**src/hw/rtl/sic_pkg.sv**
```systemverilog
// ----------------------------------------------------------------------------
// sic_pkg: shared definitions of the streaming inversion counter
// Widths, defaults and the control bundle handed to every tree cell.
// ----------------------------------------------------------------------------
package sic_pkg;

  localparam int DEF_VALUE_BITS = 10;
  localparam int DEF_MAX_LEN    = 4096;

  localparam int TOTAL_W = 23;
  localparam logic [TOTAL_W-1:0] TOTAL_MAX = '1;

  localparam int EPOCH_W = 8;

  typedef struct packed {
    logic               clr;
    logic [EPOCH_W-1:0] epoch;
  } cell_ctl_t;

endpackage

```
**src/hw/rtl/sic_cell.sv**
```systemverilog
// ----------------------------------------------------------------------------
// sic_cell: one level of the count tree
// Holds the child counts of every node at one depth, tagged by sequence epoch,
// adds the right sibling's count and increments the node on the element's path.
// ----------------------------------------------------------------------------
module sic_cell #(
  parameter int VALUE_BITS = 10,
  parameter int CNT_W      = 13,
  parameter int DEPTH      = 1,
  parameter int CLR_W      = 9
) (
  input  logic                  clk,
  input  logic                  rst,
  input  sic_pkg::cell_ctl_t    ctl,
  input  logic [CLR_W-1:0]      clr_row,
  input  logic                  in_valid,
  input  logic [VALUE_BITS-1:0] in_value,
  input  logic [CNT_W-1:0]      in_sum,
  output logic                  out_valid,
  output logic [VALUE_BITS-1:0] out_value,
  output logic [CNT_W-1:0]      out_sum
);
  import sic_pkg::*;

  localparam int ROW_W   = (DEPTH > 1) ? DEPTH - 1 : 1;
  localparam int ROWS    = 1 << ROW_W;
  localparam int BIT_POS = VALUE_BITS - DEPTH;
  localparam int ENTRY_W = EPOCH_W + 2 * CNT_W;

  logic [ENTRY_W-1:0]    mem [ROWS];
  logic [ENTRY_W-1:0]    rd;
  logic                  busy;
  logic [VALUE_BITS-1:0] st_value;
  logic [CNT_W-1:0]      st_sum;
  logic [ROW_W-1:0]      st_row;
  logic [ROW_W-1:0]      row_addr;

  logic                  hit;
  logic                  dir;
  logic [CNT_W-1:0]      left;
  logic [CNT_W-1:0]      right;
  logic [ENTRY_W-1:0]    wr_entry;

  generate
    if (DEPTH > 1) begin : g_addr
      assign row_addr = in_value[VALUE_BITS-1 -: ROW_W];
    end else begin : g_root
      assign row_addr = '0;
    end
  endgenerate

  always_ff @(posedge clk) begin
    if (rst) begin
      busy <= 1'b0;
    end else begin
      busy <= in_valid;
    end
  end

  always_ff @(posedge clk) begin
    if (in_valid) begin
      rd       <= mem[row_addr];
      st_value <= in_value;
      st_sum   <= in_sum;
      st_row   <= row_addr;
    end
  end

  always_comb begin
    hit   = (rd[ENTRY_W-1 -: EPOCH_W] == ctl.epoch);
    dir   = st_value[BIT_POS];
    right = hit ? rd[2*CNT_W-1 -: CNT_W] : '0;
    left  = hit ? rd[CNT_W-1:0] : '0;
    out_sum   = dir ? st_sum : st_sum + right;
    wr_entry  = {ctl.epoch, right + CNT_W'(dir), left + CNT_W'(!dir)};
    out_valid = busy;
    out_value = st_value;
  end

  always_ff @(posedge clk) begin
    if (ctl.clr) begin
      mem[clr_row[ROW_W-1:0]] <= '0;
    end else if (busy) begin
      mem[st_row] <= wr_entry;
    end
  end

endmodule

```
**config.mk**
```make
export PLATFORM = sky130hd
export DESIGN_NAME = sic_cell
export DESIGN_NICKNAME = d
export VERILOG_FILES = /design/src/hw/rtl/sic_pkg.sv /design/src/hw/rtl/sic_cell.sv
export SDC_FILE = /design/constraint.sdc
export NUM_CORES = 1
export LEC_CHECK = 0
export ABC_AREA = 1
export BUFFER_PORTS_ARGS = -buffer_cell sky130_fd_sc_hd__buf_2
export CELL_PAD_IN_SITES_DETAIL_PLACEMENT = 1
export CELL_PAD_IN_SITES_GLOBAL_PLACEMENT = 2
export CORE_MARGIN = 2
export CORE_UTILIZATION = 31
export DETAILED_ROUTE_END_ITERATION = 8
export HOLD_SLACK_MARGIN = 0.08
export PLACE_DENSITY_LB_ADDON = 0.1
export REMOVE_ABC_BUFFERS = 1
export SYNTH_ARGS = -nofsm -noshare
export SYNTH_HDL_FRONTEND = slang
export SYNTH_SLANG_ARGS = --single-unit
```
**constraint.sdc**
```tcl
create_clock -name clk -period 2.15 [get_ports clk]
set_input_delay 0.3225 -clock clk [delete_from_list [all_inputs] [get_ports clk]]
set_output_delay 0.3225 -clock clk [all_outputs]
set_load 0.005 [all_outputs]
```
* Word-level counts from Yosys, hierarchy flattened
Memory sizes are Yosys's and may differ from the RTL's. A register that Yosys moved wholly into a read port is not among the register bits.
Index checks and enable logic that the tools add are counted.
** Storage, ports and cells
- Memories :: 1
- Flip-flop bits (word level) :: 24
- Memory bits (writable) :: 68
- Word-level logic and storage cells :: 21
- Output and inout bits :: 24
** Cells by class
- Reduce and logical (&&, ||, !) cells :: 2
- Muxes and demuxes :: 11
- Equality and inequality tests :: 1
- Add/sub/neg operators :: 3
** Memory list
- mem :: words 2, bits a word 34, rd ports 1, clocked after memory_dff 1, wr ports 1, line sic_cell.sv:30 : logic [ENTRY_W-1:0] mem [ROWS];
** Operators with widths (number)
- $mux W13 :: 3
- $mux W34 :: 1
- $reduce_or A34 Y1 :: 1
- $add A13 B1 Y13 :: 2
- $add A13 B13 Y13 :: 1
- $eq A8 B8 Y1 :: 1
- $mux W1 :: 7
- $logic_not A1 Y1 :: 1

* Logic depth before layout (Yosys ltp)
- Depth in word-level cells :: 5
- Mapped depth :: 23
- Gate-level depth less buffers :: 22

* Worst setup path after synthesis
OpenSTA, ideal clock, no wires.
- Path kind :: flip-flop to output port
- Start point :: register rd[27] (read register of mem)
- End point :: output port out_sum[10]
- Stages on the path, launching flop included :: 23
- Setup slack :: -222 ps
- Arrival time :: 2050 ps
- Required time :: 1827 ps
- Buffers on the path :: 1
- Cell sequence :: edfxtp_1 inv_1 nand2_1 nand2_1 nand2_1 inv_1 nand2_1 nor2_4 buf_12 nand3_4 and2_1 ha_1 inv_1 nand2_2 nand2_1 nand2_1 nand3_1 nand2_1 nand2_1 nand2_1 nand2_1 nand3_1 nand2_1
** Between the ends
- Word-level cells in the longest chain between the ends :: 4
** RTL lines
- start: declaration :: line sic_cell.sv:31 : logic [ENTRY_W-1:0] rd;
- $eq A8 B8 Y1 :: line sic_cell.sv:70 : hit = (rd[ENTRY_W-1 -: EPOCH_W] == ctl.epoch);
- $mux W13 :: line sic_cell.sv:72 : right = hit ? rd[2*CNT_W-1 -: CNT_W] : '0;
- $add A13 B13 Y13 :: line sic_cell.sv:74 : out_sum = dir ? st_sum : st_sum + right;
- $mux W13 :: line sic_cell.sv:74
- end: declaration :: line sic_cell.sv:21 : output logic [CNT_W-1:0] out_sum
Every way passes these cells.

* Final worst setup path
- Start point :: register rd[31] (read register of mem)
- End point :: output port out_sum[8]
The elaborated chain is that of the path after synthesis.

==> impl_metrics.py <==
metrics = {
    "status": {
        "outcome": "complete, but fails checks",
        "violations": "setup timing",
    },
    "timing": {
        "period_share_pct": 136,
        "min_period_ns": 2.92,
        "finalSetupTns_ns": -12.76,
        "worst_clock_skew_ns": 0.00436,
        "grt_setup_unrepaired": "true",
        "setup-violations-final": 25,
        "setup_slack_ns": -0.771,
        "maxSlewHeadroom_pct": 65.6,
        "fmax_ghz": 0.342,
        "tightest_slew_ns": 0.516,
        "hold_violations": 0,
        "finalMaxSlewViolations": 0,
    },
    "power": {
        "powerDensity_nw_per_um2": 631,
        "p_total_mw": 3.37,
        "ir_worst_vdd_mv": 0.417,
        "cellLeakagePower_nw": 2.49,
    },
    "grt": {
        "grt.overflow.total": 0,
        "grt_busiest_layer": "met2",
        "grt_util_met3_pct": 3.83,
        "grt_usage_pct": 16.7,
        "grt_max_degree": 46,
        "gr-usage-met2_pct": 28.7,
        "use_met1_pct": 20.4,
        "grt_pass1_wl_um": 16300,
        "grt_pass1_vias": 3389,
        "antenna_found_initial": 0,
    },
    "synthesis": {
        "syn_inst": 393,
        "synth.top_cell.area_share_pct": 53.7,
        "yosysUniqueCellTypes": 35,
        "ys_ff_latch": 66,
        "syn_avg_cell_area_um2": 9.25,
        "synth_warnings": 0,
        "ys_seq_area_share_pct": 54.3,
        "ys_top_cells_by_area": "edfxtp_1 54%, nand2_1 12%, inv_1 6.4%, nor2_1 3.6%, nand3_1 3.4%",
        "yosysTopAreaCell": "edfxtp_1",
        "syn_area_um2": 3630,
    },
    "setup_path": {
        "reg2reg_depth": 16,
        "critPathSlowestCell": "edfxtp_1",
        "cp_data_required_time_ns": 1.83,
        "path_max_fanout": 6,
        "critPathArrivalTime_ns": 2.60,
        "endpoint": "out_sum[8]",
        "r2r_start": "rd[31]$_DFFE_PP_",
        "r2r_end": "mem[0][23]$_SDFFCE_PN0P_",
        "end_kind": "output pin",
        "crit_type": "flop to output pin",
        "startpoint": "rd[31]$_DFFE_PP_",
        "r2r_setup_slack_ns": -0.59,
        "cpPeakStageDelay_ns": 0.42,
        "crit_path_cell_trace": "inv_2, nand2_2, nand2_2, nand2_2, nor2_4, nand2_4, nor2_4, ha_4, ha_4, inv_2, nand2_4, nand3_4, nand2_4, nand2_2, nand2_2, xor2_1, nand2_1, nand2_1, buf_2",
        "crit_top_cell": "nand2_2",
        "crit_path_start_kind": "flop",
    },
    "layout": {
        "layout_common_cells": "86 x nand2_1, 70 x buf_4, 65 x edfxtp_1",
        "drive_gt1_share_pct": 47.0,
        "diodes": 0,
        "syn2layout_area_growth_pct": 47.1,
        "fin_util_pct": 46.8,
        "final_net_count": 589,
        "layout_commonest_cell": "nand2_1",
        "n_fill_cell": 1337,
        "final_cell_area_um2": 5350,
    },
    "clocking": {
        "clkSinkCount": 66,
        "numCtsBuffers": 9,
        "cts_buffer_depth": 2,
        "worstSkewPairLatency_ns": 0.33,
        "cts_max_level": 3,
        "clk_pin_slew_worst_paths_ns": 0.05,
        "cts_tree": "yes",
        "root_buffer": "clkbuf_16",
    },
    "detailed_routing": {
        "wl_per_cell_um": 14.3,
        "detail-route-antenna-nets": 0,
        "drtIter0Drc": 129,
        "vias": 3115,
        "drc": 0,
        "via_per_inst": 4.55,
        "wl_um": 9820,
        "firstDrtPassIters": 4,
    },
    "floorplanning": {
        "core_um2": 11400,
        "start_util_pct": 31.8,
        "rows": 39,
        "fp.dieArea_um2": 12600,
        "die_h_um": 112,
        "io-pin-count": 68,
        "die_w_um": 112,
    },
    "worst_hold_path": {
        "hold_class": "input pin to flop",
    },
    "placed_design": {
        "gp_congestion": 0.817,
        "hpwl_um": 7360,
        "io_buffers": 59,
        "preCtsSetupSlack_ns": -0.647,
        "place_area_um2": 4600,
    },
    "flow_run": {
        "cap_violations": 0,
    },
}
==> cell families (layout without fill, tap and decap cells) <==
group | count (synthesis) | in the layout | share of synthesized area (%)
compound gates | 29 | 29 | 4.82
xor+xnor | 5 | 5 | 1.20
fa+ha+maj | 8 | 8 | 2.75
buf+inv | 73 | 222 | 8.02
flops | 66 | 66 | 54.3
simple gates | 212 | 212 | 29.0
==> through the flow <==
step / hold slack, ns / instances
after floorplan: 0.394 / 389
after global placement: 0.401 / 657
after detailed placement: 0.405 / 657
after CTS: 0.129 / 679
after global routing: 0.140 / 685
final: 0.143 / 685
==> final cells by class <==
class	instances	area (um2)	share of cell area, %
clock inverters	3	40.0	0.749
well taps	143	179	3.35
flip-flops and latches	66	1970	36.9
inverters	69	262	4.89
repair buffers	137	928	17.4
multi-input cells	254	1730	32.3
clock buffers	13	240	4.49
==> synth_stat cells <==
library cell / n
a31oi_1: 2
o21bai_1: 1
nand3_4: 6
o22ai_1: 1
a211oi_1: 2
o211a_1: 1
nand2_4: 3
nand2_2: 10
nor3_1: 2
a21boi_2: 1
clkbuf_1: 2
nor2_4: 4
nor2_1: 35
xor2_1: 5
o21ai_2: 2
nand2_1: 113
o21ai_0: 9
clkinv_1: 1
edfxtp_1: 65
dfxtp_1: 1
nor2_2: 4
nand3_2: 1
inv_1: 62
o21ai_1: 2
inv_2: 6
nor3_2: 1
ha_1: 8
nand4_2: 1
nand3_1: 25
nor2_8: 1
and2_1: 1
buf_12: 1
buf_2: 1
nand4_1: 5
a21oi_1: 8
==> timing repair <==
item | 4_1_cts | 5_1_grt
hold buffers | 0 | 0
resized for setup | 62 | 33
endpoints found under the setup margin | 23 | 25
pin swaps | 26 | 36
buffers inserted | 6 | 6
endpoints found under the hold margin | 0 | 0
==> registers in the layout, summed over array words and instances, names as in the netlist <==
name	flops
rd	21
mem	21
st_sum	13
out_valid	1
out_value	10
==> power breakdown <==
part	total (mW)	switching, mW	leakage, nW	internal [mW]
sequential	1.54	0.0457	0.666	1.49
clock	1.41	0.519	0.138	0.895
combinational	0.417	0.231	1.68	0.187
total	3.37	0.795	2.49	2.58
==> routing by layer <==
layer  vias to the layer above  wire (um)  part of all wire [%]
li1                       1570          -                     -
met1                      1483       4360                    44
met2                        52       4980                    51
met3                        10        338                   3.4
met4                         0        148                   1.5
met5                         -          0                     0
==> worst min-delay path by stage <==
| stage | startpoint | endpoint | slack, ns | cells past startpoint |
|---|---|---|---|---|
| 2_1_floorplan | rst | out_valid$_SDFF_PP0_ | 0.39 | 1 |
| 5_1_grt | rst | out_valid$_SDFF_PP0_ | 0.14 | 2 |
| 3_5_place_dp | mem[0][26]$_SDFFCE_PN0P_ | rd[26]$_DFFE_PP_ | 0.41 | 0 |
| 4_1_cts | rst | out_valid$_SDFF_PP0_ | 0.13 | 2 |
| 3_3_place_gp | mem[0][24]$_SDFFCE_PN0P_ | rd[24]$_DFFE_PP_ | 0.40 | 0 |
| 6_report | rst | out_valid$_SDFF_PP0_ | 0.14 | 2 |
==> worst max-delay path, delay by kind of cell, from the launching register on <==
family                   cells  cell delay [ns]
flip-flops                   1             0.42
XOR/XNOR                     1             0.15
AND/OR/NAND/NOR             13             1.18
adder cells (fa/ha/maj)      2             0.27
buffers and inverters        3             0.23
(Power assumes the default switching activity.)
